## src/sv/periodic_task_tick_scheduler_defines.svh

```systemverilog
// ---------------------------------------------------------------------------
// Periodic task tick scheduler assertion macros
// Shared property shorthands for the scheduler's concurrent checks.
// ---------------------------------------------------------------------------
`ifndef PERIODIC_TASK_TICK_SCHEDULER_DEFINES_SVH
`define PERIODIC_TASK_TICK_SCHEDULER_DEFINES_SVH

// Same-cycle implication, disabled while reset is asserted.
`define PTTS_ASSERT_IMP(lbl, clk, rst_n, ante, cons, msg) \
  lbl: assert property (@(posedge clk) disable iff (!rst_n) (ante) |-> (cons)) \
    else $error(msg);

// Next-cycle implication, disabled while reset is asserted.
`define PTTS_ASSERT_NXT(lbl, clk, rst_n, ante, cons, msg) \
  lbl: assert property (@(posedge clk) disable iff (!rst_n) (ante) |=> (cons)) \
    else $error(msg);

`endif

```

## src/sv/ptts_pkg.sv

```systemverilog
// ---------------------------------------------------------------------------
// Periodic task tick scheduler package
// Opcodes, field widths, controller states and the result record.
// ---------------------------------------------------------------------------
`timescale 1ns / 1ps

package ptts_pkg;

  // Field widths fixed by the interface.
  localparam int unsigned OPC_W       = 3;
  localparam int unsigned SLOT_W      = 3;
  localparam int unsigned CNT_W       = 16;
  localparam int unsigned ENTRY_W     = 2 * CNT_W;
  // Only slots that a request can address are able to fire.
  localparam int unsigned FIRE_W      = 8;
  // Wide enough to hold any table size in the supported range.
  localparam int unsigned SLOT_EXT_W  = 7;
  localparam int unsigned TASK_SLOTS_DEF = 8;

  typedef enum logic [OPC_W-1:0] {
    OP_TICK    = 3'd0,
    OP_CREATE  = 3'd1,
    OP_SUSPEND = 3'd2,
    OP_RESUME  = 3'd3,
    OP_KILL    = 3'd4
  } op_t;

  typedef enum logic [1:0] {
    ST_IDLE,
    ST_WALK,
    ST_EMIT
  } state_t;

  typedef struct packed {
    logic              fire_valid;
    logic [SLOT_W-1:0] fired_slot;
    logic              last_result;
  } res_t;

endpackage

```

## src/sv/ptts_table_mem.sv

```systemverilog
// ---------------------------------------------------------------------------
// Task table memory
// Synchronous single-write, single-read memory holding {reload, countdown}
// per task slot, with a registered read port.
// ---------------------------------------------------------------------------
`timescale 1ns / 1ps

module ptts_table_mem import ptts_pkg::*; #(
  parameter int unsigned DEPTH = TASK_SLOTS_DEF,
  parameter int unsigned AW    = 3
) (
  input  logic               clk,
  input  logic               we,
  input  logic [AW-1:0]      waddr,
  input  logic [ENTRY_W-1:0] wdata,
  input  logic               re,
  input  logic [AW-1:0]      raddr,
  output logic [ENTRY_W-1:0] rdata
);

  logic [ENTRY_W-1:0] mem_r [DEPTH];
  logic [ENTRY_W-1:0] rdata_r;

  // Write port.
  always_ff @(posedge clk) begin
    if (we) begin
      mem_r[waddr] <= wdata;
    end
  end

  // Registered read port.
  always_ff @(posedge clk) begin
    if (re) begin
      rdata_r <= mem_r[raddr];
    end
  end

  assign rdata = rdata_r;

endmodule

```

## src/sv/ptts_out_reg.sv

```systemverilog
// ---------------------------------------------------------------------------
// Result output register
// One-entry output register that decouples the controller from a stalled
// receiver on the result channel.
// ---------------------------------------------------------------------------
`timescale 1ns / 1ps

module ptts_out_reg import ptts_pkg::*; (
  input  logic              clk,
  input  logic              rst_n,
  input  logic              push,
  input  res_t              push_data,
  output logic              free,
  output logic              out_valid,
  input  logic              out_ready,
  output logic              out_fire_valid,
  output logic [SLOT_W-1:0] out_fired_slot,
  output logic              out_last_result
);

  logic vld_r;
  logic vld_nxt;
  res_t data_r;

  // The register can take a new result when empty or when it drains now.
  assign free = !vld_r || out_ready;

  always_comb begin
    vld_nxt = vld_r;
    if (push) begin
      vld_nxt = 1'b1;
    end else if (out_ready) begin
      vld_nxt = 1'b0;
    end
  end

  always_ff @(posedge clk) begin
    if (!rst_n) begin
      vld_r <= 1'b0;
    end else begin
      vld_r <= vld_nxt;
    end
  end

  // Payload needs no reset.
  always_ff @(posedge clk) begin
    if (push) begin
      data_r <= push_data;
    end
  end

  assign out_valid       = vld_r;
  assign out_fire_valid  = data_r.fire_valid;
  assign out_fired_slot  = data_r.fired_slot;
  assign out_last_result = data_r.last_result;

endmodule

```

## src/sv/periodic_task_tick_scheduler.sv

```systemverilog
// ---------------------------------------------------------------------------
// Periodic task tick scheduler
// Time-triggered task table: create, suspend, resume and kill requests edit
// a slot, and a tick request walks the table and reports each slot that is
// due to run.
// ---------------------------------------------------------------------------
// Usage:
//   Input channel (in_valid/in_ready) carries one request: opcode, task
//   slot, period and first delay. Result channel (out_valid/out_ready)
//   returns fire_valid, fired_slot and last_result.
//   Create, suspend, resume, kill and unused opcodes are handled straight
//   from idle and their single empty acknowledgement appears in the next cycle.
//   A tick reads the task table memory one slot per cycle, writing each
//   slot back after its read; the fired slots then follow one per cycle
//   while the output register has free space.
//   One request is in work at a time; the next one is taken once the last
//   result of the previous one has been pushed and the output register is free.
//   Reset clears all present and ready flags at once, which makes every
//   slot inert; countdown and period entries are rewritten by create before
//   they are ever used, so no clearing pass is needed.
//   A stalled receiver holds the output register; the walk itself never
//   stalls, and results then wait one per cycle of free output space.
// ---------------------------------------------------------------------------
`timescale 1ns / 1ps
`include "periodic_task_tick_scheduler_defines.svh"

module periodic_task_tick_scheduler import ptts_pkg::*; #(
  parameter int unsigned TASK_SLOTS = TASK_SLOTS_DEF
) (
  input  logic              clk,
  input  logic              rst_n,
  input  logic              in_valid,
  output logic              in_ready,
  input  logic [OPC_W-1:0]  in_opcode,
  input  logic [SLOT_W-1:0] in_task_slot,
  input  logic [CNT_W-1:0]  in_period,
  input  logic [CNT_W-1:0]  in_first_delay,
  output logic              out_valid,
  input  logic              out_ready,
  output logic              out_fire_valid,
  output logic [SLOT_W-1:0] out_fired_slot,
  output logic              out_last_result
);

  localparam int unsigned IW = (TASK_SLOTS > 1) ? $clog2(TASK_SLOTS) : 1;
  localparam int unsigned CW = $clog2(TASK_SLOTS + 1);

  state_t                state_r, state_nxt;
  logic [CW-1:0]         rd_cnt_r, rd_cnt_nxt;
  logic                  b_vld_r, b_vld_nxt;
  logic [IW-1:0]         b_idx_r, b_idx_nxt;
  logic [FIRE_W-1:0]     fire_mask_r, fire_mask_nxt;
  logic [TASK_SLOTS-1:0] present_r, present_nxt;
  logic [TASK_SLOTS-1:0] ready_r, ready_nxt;

  logic                  accept;
  logic                  out_free;
  logic                  push;
  res_t                  push_data;
  op_t                   op;
  logic [SLOT_EXT_W-1:0] slot_ext;
  logic                  slot_ok;
  logic [IW-1:0]         slot_idx;

  logic                  mem_we;
  logic [IW-1:0]         mem_waddr;
  logic [ENTRY_W-1:0]    mem_wdata;
  logic                  mem_re;
  logic [IW-1:0]         mem_raddr;
  logic [ENTRY_W-1:0]    mem_rdata;
  logic [CNT_W-1:0]      rd_reload;
  logic [CNT_W-1:0]      rd_count;

  logic [FIRE_W-1:0]     low_bit;
  logic [SLOT_W-1:0]     low_slot;
  logic [FIRE_W-1:0]     mask_left;

  // Request decode.
  assign op       = op_t'(in_opcode);
  assign slot_ext = {{(SLOT_EXT_W - SLOT_W){1'b0}}, in_task_slot};
  assign slot_ok  = slot_ext < SLOT_EXT_W'(TASK_SLOTS);
  assign slot_idx = slot_ext[IW-1:0];
  assign in_ready = (state_r == ST_IDLE) && out_free;
  assign accept   = in_valid && in_ready;

  assign rd_reload = mem_rdata[ENTRY_W-1:CNT_W];
  assign rd_count  = mem_rdata[CNT_W-1:0];

  // Lowest pending fired slot.
  always_comb begin
    low_slot = '0;
    for (int i = FIRE_W - 1; i >= 0; i--) begin
      if (fire_mask_r[i]) begin
        low_slot = SLOT_W'(i);
      end
    end
    low_bit   = FIRE_W'(1) << low_slot;
    mask_left = fire_mask_r & ~low_bit;
  end

  // Controller: request handling, table walk and result emission.
  always_comb begin
    state_nxt     = state_r;
    rd_cnt_nxt    = rd_cnt_r;
    b_vld_nxt     = 1'b0;
    b_idx_nxt     = b_idx_r;
    fire_mask_nxt = fire_mask_r;
    present_nxt   = present_r;
    ready_nxt     = ready_r;
    push          = 1'b0;
    push_data     = '{fire_valid: 1'b0, fired_slot: '0, last_result: 1'b1};
    mem_we        = 1'b0;
    mem_waddr     = slot_idx;
    mem_wdata     = {in_period, in_first_delay};
    mem_re        = 1'b0;
    mem_raddr     = rd_cnt_r[IW-1:0];

    unique case (state_r)
      ST_IDLE: begin
        if (accept) begin
          if (op == OP_TICK) begin
            state_nxt     = ST_WALK;
            rd_cnt_nxt    = '0;
            fire_mask_nxt = '0;
          end else begin
            push = 1'b1;
            if (slot_ok) begin
              case (op)
                OP_CREATE: begin
                  mem_we                = 1'b1;
                  present_nxt[slot_idx] = 1'b1;
                  ready_nxt[slot_idx]   = 1'b1;
                end
                OP_SUSPEND: ready_nxt[slot_idx]   = 1'b0;
                OP_RESUME:  ready_nxt[slot_idx]   = 1'b1;
                OP_KILL:    present_nxt[slot_idx] = 1'b0;
                default: ;
              endcase
            end
          end
        end
      end

      ST_WALK: begin
        // Read side: issue the next slot while one remains.
        if (rd_cnt_r != CW'(TASK_SLOTS)) begin
          mem_re     = 1'b1;
          rd_cnt_nxt = rd_cnt_r + CW'(1);
          b_vld_nxt  = 1'b1;
          b_idx_nxt  = rd_cnt_r[IW-1:0];
        end else begin
          state_nxt = ST_EMIT;
        end
        // Update side: count down or reload the slot read last cycle.
        if (b_vld_r && present_r[b_idx_r] && ready_r[b_idx_r]) begin
          mem_we    = 1'b1;
          mem_waddr = b_idx_r;
          if (rd_count == '0) begin
            mem_wdata     = {rd_reload, CNT_W'(rd_reload - CNT_W'(1))};
            fire_mask_nxt = fire_mask_r | (FIRE_W'(1) << b_idx_r);
          end else begin
            mem_wdata = {rd_reload, CNT_W'(rd_count - CNT_W'(1))};
          end
        end
      end

      ST_EMIT: begin
        if (out_free) begin
          push = 1'b1;
          if (fire_mask_r == '0) begin
            state_nxt = ST_IDLE;
          end else begin
            push_data = '{fire_valid: 1'b1, fired_slot: low_slot,
                          last_result: (mask_left == '0)};
            fire_mask_nxt = mask_left;
            if (mask_left == '0) begin
              state_nxt = ST_IDLE;
            end
          end
        end
      end

      default: state_nxt = ST_IDLE;
    endcase
  end

  // Control and flag registers.
  always_ff @(posedge clk) begin
    if (!rst_n) begin
      state_r     <= ST_IDLE;
      rd_cnt_r    <= '0;
      b_vld_r     <= 1'b0;
      fire_mask_r <= '0;
      present_r   <= '0;
      ready_r     <= '0;
    end else begin
      state_r     <= state_nxt;
      rd_cnt_r    <= rd_cnt_nxt;
      b_vld_r     <= b_vld_nxt;
      fire_mask_r <= fire_mask_nxt;
      present_r   <= present_nxt;
      ready_r     <= ready_nxt;
    end
  end

  // Slot index of the pending update carries no reset.
  always_ff @(posedge clk) begin
    b_idx_r <= b_idx_nxt;
  end

  ptts_table_mem #(
    .DEPTH (TASK_SLOTS),
    .AW    (IW)
  ) u_table_mem (
    .clk   (clk),
    .we    (mem_we),
    .waddr (mem_waddr),
    .wdata (mem_wdata),
    .re    (mem_re),
    .raddr (mem_raddr),
    .rdata (mem_rdata)
  );

  ptts_out_reg u_out_reg (
    .clk             (clk),
    .rst_n           (rst_n),
    .push            (push),
    .push_data       (push_data),
    .free            (out_free),
    .out_valid       (out_valid),
    .out_ready       (out_ready),
    .out_fire_valid  (out_fire_valid),
    .out_fired_slot  (out_fired_slot),
    .out_last_result (out_last_result)
  );

  // Results are only pushed into free output space.
  `PTTS_ASSERT_IMP(a_push_free, clk, rst_n, push, out_free, "result pushed into full register")
  // A tick request starts the walk at slot zero.
  `PTTS_ASSERT_NXT(a_tick_walk, clk, rst_n, accept && (op == OP_TICK),
    (state_r == ST_WALK) && (rd_cnt_r == '0), "tick did not start walk")
  // The read and the write-back of one cycle never address the same slot.
  `PTTS_ASSERT_IMP(a_no_overlap, clk, rst_n, mem_we && mem_re, mem_waddr != mem_raddr,
    "table read and write overlap")
  // An empty emission ends the tick.
  `PTTS_ASSERT_NXT(a_empty_end, clk, rst_n,
    (state_r == ST_EMIT) && (fire_mask_r == '0) && out_free,
    state_r == ST_IDLE, "empty tick result did not finish")

endmodule

```

## config.mk

```make
export PLATFORM = sky130hd
export DESIGN_NAME = periodic_task_tick_scheduler
export DESIGN_NICKNAME = d
export VERILOG_FILES = /design/src/sv/ptts_pkg.sv /design/src/sv/ptts_table_mem.sv /design/src/sv/ptts_out_reg.sv /design/src/sv/periodic_task_tick_scheduler.sv
export VERILOG_INCLUDE_DIRS = /design/src /design/src/sv
export SDC_FILE = /design/constraint.sdc
export NUM_CORES = 1
export LEC_CHECK = 0
export BUFFER_PORTS_ARGS = -buffer_cell sky130_fd_sc_hd__buf_4
export CORE_MARGIN = 2
export CORE_UTILIZATION = 35
export CTS_BUF_LIST = sky130_fd_sc_hd__clkbuf_4 sky130_fd_sc_hd__clkbuf_8 sky130_fd_sc_hd__clkbuf_16
export CTS_CLUSTER_SIZE = 25
export DETAILED_ROUTE_END_ITERATION = 10
export GPL_ROUTABILITY_DRIVEN = 0
export RECOVER_POWER = 25
export SLEW_MARGIN = 25
export SYNTH_ARGS = -nofsm -noshare
export SYNTH_HDL_FRONTEND = slang
export SYNTH_HIERARCHICAL = 1
export SYNTH_SLANG_ARGS = --single-unit
```

## constraint.sdc

```tcl
create_clock -name clk -period 15.7 [get_ports clk]
set_input_delay 3.14 -clock clk [delete_from_list [all_inputs] [get_ports clk]]
set_output_delay 3.14 -clock clk [all_outputs]
set_load 0.05 [all_outputs]
```

-- Word-level counts from Yosys, hierarchy flattened
Memory sizes are Yosys's and may differ from the RTL's. A register that Yosys moved wholly into a read port is not among the register bits.
Index checks and enable logic that the tools add are counted.
W data, S select, Z words.
- $add $sub $neg: 3
- order comparisons: 4
- equality and inequality tests: 16
- shifts and indexed selects: 2
- muxes and demuxes: 56
- bitwise gates (word level): 11
- reductions and logical operators: 26
- operators by type and width (kind ; count):
    $mux W32 ; 2
    $mux W8 ; 6
    $pmux W8 S2 ; 2
    $sub A16 B1 Y16 const B ; 2
    $mux W3 ; 10
    $and A8 B8 Y8 ; 3
    $or A8 B8 Y8 ; 3
    $pmux W8 S3 ; 1
    $mux W1 ; 17
    $logic_not A16 Y1 ; 1
    $logic_not A8 Y1 ; 2
    $mux W16 ; 1
    $not A8 Y8 ; 2
    $shl A1 B3 Y8 const A ; 2
    $reduce_and A5 Y1 ; 3
    $ne A2 B2 Y1 const B ; 7
    $lt A3 B4 Y1 const B ; 3
    $mux W2 ; 6
    $mux W4 ; 3
    $pmux W4 S2 ; 1
    $reduce_bool A2 Y1 ; 4
    $reduce_and A7 Y1 ; 1
    $bmux W1 S3 ; 2
    $eq A3 B2 Y1 const B ; 2
    other kinds (24) ; 32
- register bits after elaboration: 40
- memory bits (writable): 256
- input bits: 42
- output and inout port bits: 7
- logic and storage cells: 130
- memories: 1
- memories (memory ; depth ; bits a word ; read ports ; clocked after Yosys merged registers in ; write ports ; RTL line ; RTL):
    u_table_mem.mem_r ; 8 ; 32 ; 1 ; 1 ; 1 ; ptts_table_mem.sv:21 ; logic [ENTRY_W-1:0] mem_r [DEPTH];

-- Logic depth before layout (Yosys ltp)
- word-level depth: 16
- depth in mapped cells: 11
- mapped depth without buffers: 10

-- Modules after synthesis
The synthesis kept the hierarchy.
- by module, submodules not included (module ; instances ; cells each ; area an instance (µm²) ; seq. area each (µm²)):
    ptts_table_mem ; 1 ; 415 ; 10786.6 ; 8648.3
    periodic_task_tick_scheduler ; 1 ; 453 ; 3181.8 ; 710.7
    ptts_out_reg ; 1 ; 9 ; 198.9 ; 170.2

-- Least setup slack after synthesis
No wires, ideal clock.
- path kind: in2reg
- start: in out_ready
- end: mem u_table_mem/mem_r[0][0] (netlist name) (enable)
- library setup time: 0.461 ns
- data arrival time: 6.710 ns
- data required time: 15.239 ns
- setup slack: 8.529 ns
- stages on the path: 7
- path buffers: 1
- path through: nand2b_4 -> clkbuf_1 -> nand3_1 -> or3b_2 -> o21ai_0 -> nand2b_1 -> nor3_1
- longest elaborated chain between the ends: 7
- ends and longest elaborated chain (item ; RTL line ; RTL):
    from (decl) ; periodic_task_tick_scheduler.sv:39 ; input logic out_ready,
    $logic_or A1 B1 Y1 ; ptts_out_reg.sv:26 ; assign free = !vld_r || out_ready;
    $logic_and A1 B1 Y1 ; periodic_task_tick_scheduler.sv:83 ; assign in_ready = (state_r == ST_IDLE) && out_free;
    $logic_and A1 B1 Y1 ; periodic_task_tick_scheduler.sv:84 ; assign accept = in_valid && in_ready;
    $mux W1 ; periodic_task_tick_scheduler.sv:120 ; if (accept) begin
    $pmux W1 S2 ; periodic_task_tick_scheduler.sv:118 ; unique case (state_r)
    via mem_we ; periodic_task_tick_scheduler.sv:65 ; logic mem_we;
    $mux W1 ; ptts_table_mem.sv:26 ; if (we) begin
    $mux W1 (implied by the code) ; ptts_table_mem.sv:27 ; mem_r[waddr] <= wdata;
    to (decl) ; ptts_table_mem.sv:21 ;
The timed path passes the listed nets, and every way through them passes these cells.

-- Worst setup path after layout
- start: in out_ready
- end: out in_ready
- longest elaborated chain between the ends: 2
- ends and longest elaborated chain (item ; RTL line ; RTL):
    $logic_or A1 B1 Y1 ; ptts_out_reg.sv:26 ;
    via out_free ; periodic_task_tick_scheduler.sv:57 ; logic out_free;
    $logic_and A1 B1 Y1 ; periodic_task_tick_scheduler.sv:83 ;
    to (decl) ; periodic_task_tick_scheduler.sv:33 ; output logic in_ready,
The timed path passes the listed nets, and every way through them passes these cells.

==> summary.txt <==
Detailed routing
  – Avg WL per Cell: 21.0 um
  – Routed wire length: 31000 um
  – Initial DRC count: 667
  – Vias: 7900
  – DRT antenna net count: 0
  – Drt drc: 0
  – Post-DR vias/cell: 5.35
  – Pre-antenna DRT Iters: 5

Critical path
  – Worst Path Buf+Inv: 2
  – CP cell instances: buf_4, nand2b_1, and2_1, buf_4
  – Crit end category: output port
  – Cell mode on critical path: buf_4
  – Critical-path top delay cell: nand2b_1
  – Crit path largest cell delay: ~310 ps
  – Cell family with most CP delay: simple AND/OR/NAND/NOR gates
  – Kind of critical path: in2out
  – Critical Path Source Type: primary input
  – Worst endpoint required time: 12560 ps
  – Critical Path Fanout Max: 10
  – Crit path DAT: 4000 ps

Clock network
  – Clk slew on worst S/H paths: roughly 60 ps
  – Post-cts sizing count: 0
  – Clk buf depth: 3
  – Clock sinks: 328
  – Hold_buf cts: 0
  – CTS root buf: clkbuf_16
  – H-tree level count: 2
  – Post-CTS Setup Inserts: 0
  – TritonCTS clock tree: done
  – Clock buffer count from CTS: 35
  – Worst skew pair latency: 540 ps

STA
  – Unrepaired setup endpoints after global routing: false
  – Setup violators final: 0
  – Max Clk Rate: 140 MHz
  – Slew Limit Fails: 194
  – Worst slew pin tran: 4140 ps
  – TNS Setup: 0 ps
  – Slew headroom: -1.76
  – WHS: 460 ps
  – Worst Clk Skew: 28.7 ps
  – Final Hold Viols: 0
  – Final cycle utilization of the critical path: 0.455
  – Final min period: slightly above 7000 ps

Synth
  – EDFF count, synth: ~300
  – Library cells used by synthesis: 73
  – Most common library cells after synthesis: edfxtp_1 (296), nand2_1 (102), nor2_1 (52), mux4_1 (40), mux2_2 (34)
  – Largest area contributor in the netlist: edfxtp_1
  – Top post-synthesis cells by area: edfxtp_1 (63%), mux4_1 (7.4%), dfxtp_1 (4.5%)
  – Post-synth net total: 925
  – Post-synthesis instance area: 0.0142 mm^2
  – Async SR Flop Fraction: 0
  – Synth warn: 6
  – Gate Count Post-Synth: 877
  – Share of the synthesized area in the top cell type: 0.627
  – Synthesized area per cell: 16.2 um^2
  – Main synth FF type: edfxtp_1
  – Register area share after synthesis: 0.673
  – Count leader, synth: edfxtp_1
  – Yosys reg bits: 328

Final layout
  – Nets: 978
  – # fillers: around 3700
  – ANT cells: 0
  – Final Cell Area: 0.0162 mm^2
  – Final cell count without fillers: around 1500
  – Layout Utilization: 0.406
  – Area growth syn-to-layout: 14.1%
  – Fraction of layout instances using a drive strength above 1: 0.215

Floorplanning
  – # rows: between 70 and 80
  – Starting density of the core: 0.356
  – Die height: 205 um
  – Width of the die: approximately 210 um
  – Die area: about 0.042 mm^2
  – Core ar.: 0.0398 mm^2
  – I/O pin cnt: around 50

Pwr
  – Lkg Pwr: 5.23 nW
  – P_int: 1.52 mW
  – Clock power share: 0.375
  – Power density over the cells: ~130 mW/mm^2
  – Comb pwr share: 0.127
  – Sw Ratio: 0.263
  – Flop pwr share: 0.498
  – Sw power: between 0.5 and 0.6 mW
  – Peak supply drop: roughly 80 uV

Global routing
  – Vias in the first global route: 7919
  – Initial antenna violation count: 0
  – Total Routing Usage GR: 0.149
  – Largest net degree at the start of global routing: 69
  – First-pass GRT wire length: ~47000 um
  – Remaining Overflow, GRT: 0

Outcome
  – Status: finished, violations left
  – Failing checks: max-capacitance violations, max-slew violations

Placement
  – Post-DP HPWL: 17500 um
  – DP Area: 0.0151 mm^2
  – Placed Cells: 1417
  – Input/output buffers: 48

Flow run
  – Max-cap violation count: 4

Hold path
  – Worst hold path type: reg2reg
-- worst register-to-register path: stages, from the launching register on --
cell      delay [ps]
dfxtp_2          310
clkbuf_1        2870
o21ai_0          730
clkinv_1         140
clkbuf_1        1870
nor3_2           150
o21a_1           270
-- path summary, 6_finish.rpt --
| path | start | to | slack [ps] | cells past startpoint |
|---|---|---|---|---|
| worst max-delay path | out_ready | in_ready | 8560 | 4 |
| worst min-delay path | flop | flop | 460 | 2 |
| worst max register to register | rd_cnt_r[2] | state_r[1] | 9260 | 6 |
| worst min register to register | flop | flop | 460 | 2 |
-- logic make-up after synthesis --
group,share of synthesized area
buf+inv,0.0224
compound gates,0.0673
flops,0.673
mux,0.148
simple gates,0.0780
xor+xnor,0.00680
fa+ha+maj,0.00530
-- power by group through the flow --
stage | clock [mW] | combinational (mW) | sequential, mW
final | 0.776 | 0.264 | 1.03
after CTS | 0.794 | 0.265 | 1.03
after global routing | 0.830 | 0.289 | 1.03
after detailed placement | 0 | 0.265 | 1.05
after global placement | 0 | 0.261 | 1.05
after floorplan | 0 | 0.184 | 1.05
-- area by class of cell --
| cell class | instances | area, um^2 | area share |
|---|---|---|---|
| Sequential cell | 328 | 9530 | 0.590 |
| Multi-Input combinational cell | 489 | 4380 | 0.271 |
| Clock buffer | 42 | 928 | 0.0574 |
| Tap cell | 525 | 657 | 0.0406 |
| Timing Repair Buffer | 63 | 478 | 0.0296 |
| Clock inverter | 17 | 141 | 0.00875 |
| Inverter | 13 | 48.8 | 0.00302 |
-- per-stage QoR --
stage | setup slack, ps | power (mW)
2_1_floorplan | 8530 | 1.23
3_3_place_gp | 8770 | 1.31
3_5_place_dp | 8770 | 1.31
4_1_cts | 8770 | 2.09
5_1_grt | 8510 | 2.15
6_report | 8560 | 2.07
-- metal layers --
metal	wire length (um)	global-route usage	up-vias
li1	-	-	3585
met5	0	0	-
met3	1470	0.0228	50
met2	14900	0.249	205
met1	13900	0.203	4060
met4	653	0.0411	0
-- registers in the layout, indices dropped and copies added (netlist names), named ones only --
| register | flops |
|---|---|
| u_out_reg/out_fired_slot | 3 |
| u_table_mem/mem_r | 256 |
| u_out_reg/out_last_result | 1 |
| rd_cnt_r | 4 |
| state_r | 2 |
| b_idx_r | 3 |
| u_out_reg/out_valid | 1 |
| fire_mask_r | 8 |
| u_table_mem/rdata | 32 |
| b_vld_r | 1 |
| u_out_reg/out_fire_valid | 1 |
-- cell usage in the layout (no fill, tap or decap), types with 6 or more instances in the layout --
| master | instances |
|---|---|
| a211oi_1 | 6 |
| a21oi_1 | 28 |
| a31oi_1 | 11 |
| a41oi_1 | 6 |
| buf_4 | 47 |
| clkbuf_16 | 35 |
| clkbuf_4 | 18 |
| clkinv_1 | 8 |
| dfxtp_1 | 30 |
| edfxtp_1 | 296 |
| ha_1 | 6 |
| inv_1 | 11 |
| mux2_1 | 6 |
| mux2_2 | 29 |
| mux2i_1 | 6 |
| mux4_1 | 40 |
| mux4_2 | 26 |
| nand2_1 | 102 |
| nand2b_1 | 8 |
| nand3_1 | 13 |
| nor2_1 | 45 |
| nor2_4 | 6 |
| nor3_1 | 16 |
| o21a_1 | 9 |
| o21ai_0 | 31 |
| o31ai_1 | 6 |
| xor2_1 | 6 |
No activity file was read; power rests on OpenSTA's default activity.
